### src/rtl/core/assert_macros.svh
// assertion macros shared by the axis tracker rtl
`ifndef ASSERT_MACROS_SVH
`define ASSERT_MACROS_SVH

// same-cycle implication, checked on every rising clk edge outside reset
`define APT_ASSERT_NOW(label, ante, cons) \
  label: assert property (@(posedge clk) disable iff (rst) (ante) |-> (cons)) \
    else $error("axis tracker assertion failed");

// next-cycle implication, checked on every rising clk edge outside reset
`define APT_ASSERT_NEXT(label, ante, cons) \
  label: assert property (@(posedge clk) disable iff (rst) (ante) |=> (cons)) \
    else $error("axis tracker assertion failed");

`endif

### src/rtl/core/apt_pkg.sv
// types and constants for the axis position limit tracker
package apt_pkg;

  localparam int unsigned APB_ADDR_W = 5;

  // register indexes (byte address = 4 * index)
  localparam logic [2:0] REG_DISPLAY_MODE = 3'd0;
  localparam logic [2:0] REG_ZERO_WINDOW  = 3'd1;
  localparam logic [2:0] REG_LIMIT_CHOICE = 3'd2;
  localparam logic [2:0] REG_UNSET_MIN    = 3'd3;
  localparam logic [2:0] REG_UNSET_MAX    = 3'd4;

  // operation codes
  localparam logic [2:0] OP_QUERY     = 3'd0;
  localparam logic [2:0] OP_STEP_UP   = 3'd1;
  localparam logic [2:0] OP_STEP_DOWN = 3'd2;
  localparam logic [2:0] OP_ZERO_HERE = 3'd3;
  localparam logic [2:0] OP_CAPTURE   = 3'd4;
  localparam logic [2:0] OP_RESET_POS = 3'd5;

  // display modes
  localparam logic [1:0] DISP_NORMAL    = 2'd0;
  localparam logic [1:0] DISP_CALIBRATE = 2'd1;

  // limit choices
  localparam logic [1:0] CHOICE_NONE = 2'd0;
  localparam logic [1:0] CHOICE_MIN  = 2'd1;
  localparam logic [1:0] CHOICE_MAX  = 2'd2;

  // register reset values
  localparam logic [1:0]  DISPLAY_MODE_RST = DISP_NORMAL;
  localparam logic [30:0] ZERO_WINDOW_RST  = 31'd10;
  localparam logic [1:0]  LIMIT_CHOICE_RST = CHOICE_NONE;
  localparam logic [31:0] UNSET_MIN_RST    = 32'h8000_0000;
  localparam logic [31:0] UNSET_MAX_RST    = 32'h7fff_ffff;

  // blink timing in milliseconds
  localparam logic [9:0] SLOW_HALF   = 10'd500;
  localparam logic [9:0] FAST_PERIOD = 10'd500;
  localparam logic [9:0] FAST_HALF   = 10'd250;
  // 1000 = 8 * 125, residue taken mod 125 by folding 2^7 = 3 (mod 125)
  localparam logic [7:0] FOLD_MOD    = 8'd125;

  typedef struct packed {
    logic [2:0]  operation;
    logic [31:0] ms_time;
  } cmd_t;

  typedef struct packed {
    logic signed [31:0] position_now;
    logic signed [31:0] lower_limit;
    logic signed [31:0] upper_limit;
    logic               zeroed_once;
    logic               capture_refused;
    logic               led_lower;
    logic               led_upper;
    logic               led_in_range;
    logic               led_active;
  } rsp_t;

  typedef struct packed {
    logic slow;
    logic fast;
  } blink_t;

endpackage

### src/rtl/core/axis_position_limit_tracker.sv
// axis position limit tracker: step counting, limit capture and status leds
// a command moves through the stage 1, 2 and 3 registers into the result register
// throughput: one transaction per cycle; cmd_ready is high whenever the result
//   register is empty or is being emptied in the same cycle
// reset (rst, synchronous): position 0, not zeroed, limits at the unset values,
//   registers at their reset values, pipeline empty
`include "assert_macros.svh"

module axis_position_limit_tracker import apt_pkg::*; (
  input  logic                  clk,
  input  logic                  rst,
  input  logic                  psel,
  input  logic                  penable,
  input  logic                  pwrite,
  input  logic [APB_ADDR_W-1:0] paddr,
  input  logic [31:0]           pwdata,
  output logic [31:0]           prdata,
  output logic                  pready,
  input  logic                  cmd_valid,
  output logic                  cmd_ready,
  input  cmd_t                  cmd,
  output logic                  rsp_valid,
  input  logic                  rsp_ready,
  output rsp_t                  rsp
);

  // configuration registers
  logic [1:0]  display_mode;
  logic [30:0] zero_window;
  logic [1:0]  limit_choice;
  logic [31:0] unset_min_value;
  logic [31:0] unset_max_value;

  // architectural state
  logic [31:0] axis_position;
  logic [31:0] min_limit_store;
  logic [31:0] max_limit_store;
  logic        was_zeroed;

  logic [31:0] axis_position_next;
  logic [31:0] min_limit_store_next;
  logic [31:0] max_limit_store_next;
  logic        was_zeroed_next;
  logic        refused_next;

  // pipeline
  logic        en;
  logic        v1, v2, v3;
  cmd_t        s1_cmd;
  logic [31:0] s2_pos, s2_min, s2_max;
  logic        s2_zeroed, s2_refused;
  logic signed [31:0] s3_pos, s3_min, s3_max;
  logic        s3_zeroed, s3_refused;
  logic        s3_below, s3_above, s3_at_zero, s3_min_unset, s3_max_unset;
  logic        below_next, above_next, at_zero_next;
  logic signed [32:0] pos_wide, win_wide;
  blink_t      blink;
  rsp_t        rsp_next;
  logic        cfg_wr;

  assign pready = 1'b1;
  assign cfg_wr = psel && penable && pwrite && pready;

  always_ff @(posedge clk) begin
    if (rst) begin
      display_mode    <= DISPLAY_MODE_RST;
      zero_window     <= ZERO_WINDOW_RST;
      limit_choice    <= LIMIT_CHOICE_RST;
      unset_min_value <= UNSET_MIN_RST;
      unset_max_value <= UNSET_MAX_RST;
    end else if (cfg_wr) begin
      case (paddr[4:2])
        REG_DISPLAY_MODE: display_mode    <= pwdata[1:0];
        REG_ZERO_WINDOW:  zero_window     <= pwdata[30:0];
        REG_LIMIT_CHOICE: limit_choice    <= pwdata[1:0];
        REG_UNSET_MIN:    unset_min_value <= pwdata;
        REG_UNSET_MAX:    unset_max_value <= pwdata;
        default: ;
      endcase
    end
  end

  always_comb begin
    case (paddr[4:2])
      REG_DISPLAY_MODE: prdata = 32'(display_mode);
      REG_ZERO_WINDOW:  prdata = 32'(zero_window);
      REG_LIMIT_CHOICE: prdata = 32'(limit_choice);
      REG_UNSET_MIN:    prdata = unset_min_value;
      REG_UNSET_MAX:    prdata = unset_max_value;
      default:          prdata = 32'd0;
    endcase
  end

  assign en        = !rsp_valid || rsp_ready;
  assign cmd_ready = en;

  always_ff @(posedge clk) begin
    if (rst) begin
      v1        <= 1'b0;
      v2        <= 1'b0;
      v3        <= 1'b0;
      rsp_valid <= 1'b0;
    end else if (en) begin
      v1        <= cmd_valid;
      v2        <= v1;
      v3        <= v2;
      rsp_valid <= v3;
    end
  end

  // stage 1: command register
  always_ff @(posedge clk) begin
    if (en) begin
      s1_cmd <= cmd;
    end
  end

  // state update on the command leaving stage 1
  always_comb begin
    axis_position_next   = axis_position;
    min_limit_store_next = min_limit_store;
    max_limit_store_next = max_limit_store;
    was_zeroed_next      = was_zeroed;
    refused_next         = 1'b0;
    case (s1_cmd.operation)
      OP_STEP_UP:   axis_position_next = axis_position + 32'd1;
      OP_STEP_DOWN: axis_position_next = axis_position - 32'd1;
      OP_ZERO_HERE: begin
        axis_position_next = 32'd0;
        was_zeroed_next    = 1'b1;
      end
      OP_CAPTURE: begin
        if (!was_zeroed) begin
          refused_next = 1'b1;
        end else if (limit_choice == CHOICE_MAX) begin
          max_limit_store_next = axis_position;
        end else if (limit_choice == CHOICE_MIN) begin
          min_limit_store_next = axis_position;
        end
      end
      OP_RESET_POS: begin
        axis_position_next   = 32'd0;
        min_limit_store_next = unset_min_value;
        max_limit_store_next = unset_max_value;
      end
      default: ;
    endcase
  end

  always_ff @(posedge clk) begin
    if (rst) begin
      axis_position   <= 32'd0;
      min_limit_store <= UNSET_MIN_RST;
      max_limit_store <= UNSET_MAX_RST;
      was_zeroed      <= 1'b0;
    end else if (en && v1) begin
      axis_position   <= axis_position_next;
      min_limit_store <= min_limit_store_next;
      max_limit_store <= max_limit_store_next;
      was_zeroed      <= was_zeroed_next;
    end
  end

  // stage 2: state snapshot after the transaction
  always_ff @(posedge clk) begin
    if (en) begin
      s2_pos     <= axis_position_next;
      s2_min     <= min_limit_store_next;
      s2_max     <= max_limit_store_next;
      s2_zeroed  <= was_zeroed_next;
      s2_refused <= refused_next;
    end
  end

  always_comb begin
    pos_wide     = 33'(signed'(s2_pos));
    win_wide     = signed'({2'b00, zero_window});
    below_next   = signed'(s2_pos) <= signed'(s2_min);
    above_next   = signed'(s2_pos) >= signed'(s2_max);
    at_zero_next = (pos_wide <= win_wide) && (pos_wide >= -win_wide);
  end

  // stage 3: compares
  always_ff @(posedge clk) begin
    if (en) begin
      s3_pos       <= signed'(s2_pos);
      s3_min       <= signed'(s2_min);
      s3_max       <= signed'(s2_max);
      s3_zeroed    <= s2_zeroed;
      s3_refused   <= s2_refused;
      s3_below     <= below_next;
      s3_above     <= above_next;
      s3_at_zero   <= at_zero_next;
      s3_min_unset <= (s2_min == unset_min_value);
      s3_max_unset <= (s2_max == unset_max_value);
    end
  end

  apt_blink u_blink (
    .clk     (clk),
    .en      (en),
    .ms_time (s1_cmd.ms_time),
    .blink   (blink)
  );

  always_comb begin
    rsp_next.position_now    = s3_pos;
    rsp_next.lower_limit     = s3_min;
    rsp_next.upper_limit     = s3_max;
    rsp_next.zeroed_once     = s3_zeroed;
    rsp_next.capture_refused = s3_refused;
    rsp_next.led_lower       = 1'b0;
    rsp_next.led_upper       = 1'b0;
    rsp_next.led_in_range    = 1'b0;
    rsp_next.led_active      = 1'b0;
    case (display_mode)
      DISP_NORMAL: begin
        rsp_next.led_lower = s3_min_unset ? blink.fast : s3_below;
        rsp_next.led_upper = s3_max_unset ? blink.fast : s3_above;
        if (!s3_zeroed) begin
          rsp_next.led_in_range = blink.fast;
        end else if (s3_at_zero) begin
          rsp_next.led_in_range = blink.slow;
        end else begin
          rsp_next.led_in_range = !s3_below && !s3_above;
        end
        rsp_next.led_active = blink.fast;
      end
      DISP_CALIBRATE: begin
        rsp_next.led_lower    = (limit_choice == CHOICE_MIN) ? (s3_below ^ blink.slow)
                                                             : s3_below;
        rsp_next.led_upper    = (limit_choice == CHOICE_MAX) ? (s3_above ^ blink.slow)
                                                             : s3_above;
        rsp_next.led_in_range = !s3_below && !s3_above;
        rsp_next.led_active   = blink.slow;
      end
      default: ;
    endcase
  end

  // result register
  always_ff @(posedge clk) begin
    if (en) begin
      rsp <= rsp_next;
    end
  end

  `APT_ASSERT_NOW(a_refused_not_zeroed, rsp_valid && rsp.capture_refused, !rsp.zeroed_once)
  `APT_ASSERT_NEXT(a_zeroed_sticky, was_zeroed, was_zeroed)
  `APT_ASSERT_NOW(a_leds_off_other_mode,
                  rsp_valid && display_mode != DISP_NORMAL && display_mode != DISP_CALIBRATE,
                  !rsp.led_lower && !rsp.led_upper && !rsp.led_in_range && !rsp.led_active)
  `APT_ASSERT_NEXT(a_state_holds_on_stall, !en, $stable(axis_position) && $stable(was_zeroed))

endmodule

### src/rtl/core/apt_blink.sv
// blink phase unit: ms_time mod 1000 and mod 500 over two register stages
module apt_blink import apt_pkg::*; (
  input  logic        clk,
  input  logic        en,
  input  logic [31:0] ms_time,
  output blink_t      blink
);

  logic [28:0] x0;
  logic [23:0] f1;
  logic [18:0] f2;
  logic [13:0] f3;
  logic [8:0]  f4;
  logic [7:0]  f5;
  logic [6:0]  m125;
  logic [9:0]  r1000;
  logic [9:0]  r500;

  logic [18:0] a_fold;
  logic [2:0]  a_low;
  logic [8:0]  b_fold;
  logic [2:0]  b_low;

  always_comb begin
    x0 = ms_time[31:3];
    f1 = 24'(x0[28:7]) * 24'd3 + 24'(x0[6:0]);
    f2 = 19'(f1[23:7]) * 19'd3 + 19'(f1[6:0]);
  end

  always_ff @(posedge clk) begin
    if (en) begin
      a_fold <= f2;
      a_low  <= ms_time[2:0];
    end
  end

  always_comb begin
    f3 = 14'(a_fold[18:7]) * 14'd3 + 14'(a_fold[6:0]);
    f4 = 9'(f3[13:7]) * 9'd3 + 9'(f3[6:0]);
  end

  always_ff @(posedge clk) begin
    if (en) begin
      b_fold <= f4;
      b_low  <= a_low;
    end
  end

  always_comb begin
    f5    = 8'(b_fold[8:7]) * 8'd3 + 8'(b_fold[6:0]);
    m125  = (f5 >= FOLD_MOD) ? 7'(f5 - FOLD_MOD) : f5[6:0];
    r1000 = {m125, b_low};
    r500  = (r1000 >= FAST_PERIOD) ? (r1000 - FAST_PERIOD) : r1000;
    blink.slow = (r1000 > SLOW_HALF);
    blink.fast = (r500 > FAST_HALF);
  end

endmodule

### config.mk
export PLATFORM = sky130hd
export DESIGN_NAME = axis_position_limit_tracker
export DESIGN_NICKNAME = d
export VERILOG_FILES = /design/src/rtl/core/apt_pkg.sv /design/src/rtl/core/axis_position_limit_tracker.sv /design/src/rtl/core/apt_blink.sv
export VERILOG_INCLUDE_DIRS = /design/src /design/src/rtl/core
export SDC_FILE = /design/constraint.sdc
export NUM_CORES = 1
export LEC_CHECK = 0
export ABC_AREA = 1
export BUFFER_PORTS_ARGS = -buffer_cell sky130_fd_sc_hd__buf_2
export CAP_MARGIN = 5
export CELL_PAD_IN_SITES_DETAIL_PLACEMENT = 1
export CELL_PAD_IN_SITES_GLOBAL_PLACEMENT = 2
export CORE_MARGIN = 3
export CORE_UTILIZATION = 39
export DETAILED_ROUTE_END_ITERATION = 8
export PLACE_DENSITY = 0.84
export SLEW_MARGIN = 20
export SYNTH_ARGS = -nofsm -noshare
export SYNTH_HDL_FRONTEND = slang
export SYNTH_SLANG_ARGS = --single-unit
### constraint.sdc
create_clock -name clk -period 15.9 [get_ports clk]
set_input_delay 2.385 -clock clk [delete_from_list [all_inputs] [get_ports clk]]
set_output_delay 2.385 -clock clk [all_outputs]
set_load 0.01 [all_outputs]
==> flow_summary_export.csv <==
group,metric,value,unit
critical_path,cp_max_fo,26,
synth,postSynthAreaPerCell,9.71,um2
routing,first_iter_violations,1754,
routing,ant_nets,0,
timing,layout_min_cycle_time,7990,ps
synth,ys_warn_count,0,
timing,rsz0062_at_grt,"false",
synth,ys_async_sr_fraction,0,%
timing,period_share,50.2,%
timing,hold_ws,415,ps
pwr,leakagePower,15.8,nW
global_route,grt_pass1_wl,152000,um
job,cap_violations,0,
critical_path,start_kind,"input port",
synth,synth-edff-count,372,
synth,synth_cell_types,57,
clocking,cts_resized,0,
critical_path,cp_cell_sequence,"buf_2 -> nor3_2 -> clkinv_1 -> o221ai_1 -> buf_2",
critical_path,path_buf_inv,3,
pwr,p_total,6.39,mW
critical_path,crit_type,"input port to output pin",
routing,drc,0,
critical_path,cpMaxStageDelayCell,"clkinv_1",
floorplanning,std_cell_rows,101,
cells_and_area,layout_common_cells,"inv_1, a21oi_1, edfxtp_1, o21ai_0, nand2_1",
floorplanning,coreArea,76600,um2
critical_path,crit_arrival,5600,ps
cells_and_area,drive_gt1_share,11.6,%
clocking,cts_tree,"yes",
critical_path,cpMostUsedCell,"buf_2",
timing,finClkSkew,29.9,ps
cells_and_area,syn2layout_area_growth,14.6,%
floorplanning,num_io_pins,216,
cells_and_area,final_common_cell,"inv_1",
synth,synth_fp_nets,3497,
pwr,p_per_area,184,nW/um2
timing,slew_violations,0,
floorplanning,die_y,285,um
clocking,root_buffer,"clkbuf_16",
critical_path,cp.required,13520,ps
clocking,clock_path_buffers,3,
clocking,cts_buffers,68,
routing,drt-total-wl,99700,um
routing,drt_pass1_iterations,5,
synth,synth_seq_cells,572,
clocking,clock-sinks,572,
clocking,postCtsSetupBuffers,0,
global_route,grt-ovfl-total,0,
global_route,grt_max_degree,92,
critical_path,rrSetupSlack,10350,ps
timing,max_slew_margin,26.7,%
timing,fin_setup_tns,0,ps
timing,worst_pin_slew,1090,ps
floorplanning,dieArea,81300,um2
clocking,clock_latency,620,ps
cells_and_area,nets,3702,
critical_path,critPathCaptureType,"output pin",
routing,wl_per_cell,22.5,um
global_route,grt.total_usage,24.2,%
pwr,vdd_drop_max,0.334,mV
floorplanning,initial_utilization,39.7,%
status,outcome,"completed",
clocking,clk_pin_slew,50,ps
timing,hold_viol_final,0,
placed_design,port_buffers,212,
synth,synth_cells,3130,
routing,vias,24400,
clocking,hold_buffers,0,
routing,viasPerCell,5.51,
critical_path,path_delay_family,"buffers and inverters",
placed_design,place_hpwl,76000,um
floorplanning,die_width,285,um
clocking,htreeDepth,3,
critical_path,critPathMaxStageDelay,1120,ps
hold_path,hold_path.class,"register to register",
placed_design,globalplace.congestion,0.916,
timing,finalSetupViolations,0,
timing,max_freq,125,MHz
global_route,antenna_found_initial,5,
global_route,grt_pass1_vias,25200,
synth,ys.flop_type,"edfxtp_1",
synth,netlist_area,30400,um2
synth,yosysSeqAreaShare,49.9,%
## layer usage
metal | GRT usage [%] | up-vias | part of all wire [%]
li1 | - | 11400 | -
met1 | 33.8 | 12100 | 46
met2 | 37.9 | 668 | 45
met3 | 2.93 | 179 | 5.4
met4 | 10.1 | 0 | 4.0
met5 | 0 | - | 0
## report_power, final
part	total [mW]	leakage (nW)	switching [mW]	internal, mW
combinational	2.76	9.01	1.68	1.08
clock	1.55	1.07	0.649	0.903
sequential	2.08	5.72	0.140	1.94
## synth_stat cells, types with 15 or more instances
| cell | number | area (um2) |
|---|---|---|
| inv_1 | 452 | 1700 |
| a21oi_1 | 372 | 1860 |
| edfxtp_1 | 372 | 11200 |
| o21ai_0 | 334 | 1670 |
| nand2_1 | 295 | 1110 |
| ha_1 | 257 | 3220 |
| dfxtp_1 | 200 | 4000 |
| nor2_1 | 177 | 664 |
| xor2_1 | 93 | 815 |
| clkbuf_1 | 90 | 338 |
| nand3_1 | 74 | 370 |
| o221ai_1 | 57 | 499 |
| o22ai_1 | 45 | 282 |
| nand4_1 | 36 | 225 |
| a32oi_1 | 31 | 272 |
| fa_1 | 31 | 621 |
| xnor2_1 | 30 | 263 |
| nor4_1 | 17 | 106 |
| nor3_1 | 15 | 75.1 |
## final cells by class
cell class | count | area, um2
inverter | 463 | 1750
antenna | 4 | 10.0
multi-input combinational | 1992 | 13100
sequential | 572 | 15200
timing repair buffer | 238 | 1260
clock buffer | 95 | 1970
clock inverter | 31 | 236
fill | 8774 | 41800
tap | 1030 | 1290
## cell families (layout without fill, tap and decap cells)
| family | count (synthesis) | in the layout | share of synthesized area (%) |
|---|---|---|---|
| xor gates and xnor gates | 123 | 123 | 3.55 |
| adders and majority gates | 288 | 288 | 12.6 |
| buffers and inverters | 566 | 827 | 7.01 |
| AOI/OAI and AO/OA | 925 | 925 | 17.3 |
| other | 1 | 5 | 0.0123 |
| DFF | 572 | 572 | 49.9 |
| and+or+nand+nor | 655 | 655 | 9.59 |
## final timing paths
check        startpoint            endpoint  cells after the start
min reg2reg   s3_pos[7]             rsp[77]                      0
max reg2reg  s1_cmd[11]  u_blink.a_fold[15]                     27
min           s3_pos[7]             rsp[77]                      0
max            paddr[4]          prdata[14]                      5
## per-stage QoR
| step | area, um2 | setup WS, ps | std cells | util [%] |
|---|---|---|---|---|
| 3_3_place_gp | 32600 | 7960 | 4295 | 42.6 |
| 5_1_grt | 34800 | 7910 | 4424 | 45.5 |
| 3_5_place_dp | 32600 | 7960 | 4295 | 42.6 |
| 2_1_floorplan | 30400 | 3770 | 3130 | - |
| 4_1_cts | 34800 | 7960 | 4421 | 45.4 |
| 6_report | 34800 | 7910 | 4425 | 45.5 |
## sequential cells by signal, summed over array words and instances, names as in the netlist, 3 cells and up
| register | count |
|---|---|
| s2_pos | 32 |
| u_blink.b_fold | 9 |
| u_blink.b_low | 3 |
| s1_cmd | 35 |
| max_limit_store | 32 |
| rsp | 102 |
| zero_window | 31 |
| s2_max | 32 |
| u_blink.a_fold | 19 |
| axis_position | 32 |
| unset_min_value | 32 |
| unset_max_value | 32 |
| s2_min | 32 |
| u_blink.a_low | 3 |
| s3_pos | 32 |
| min_limit_store | 32 |
| s3_min | 32 |
| s3_max | 32 |
No activity file was read; power rests on OpenSTA's default activity.
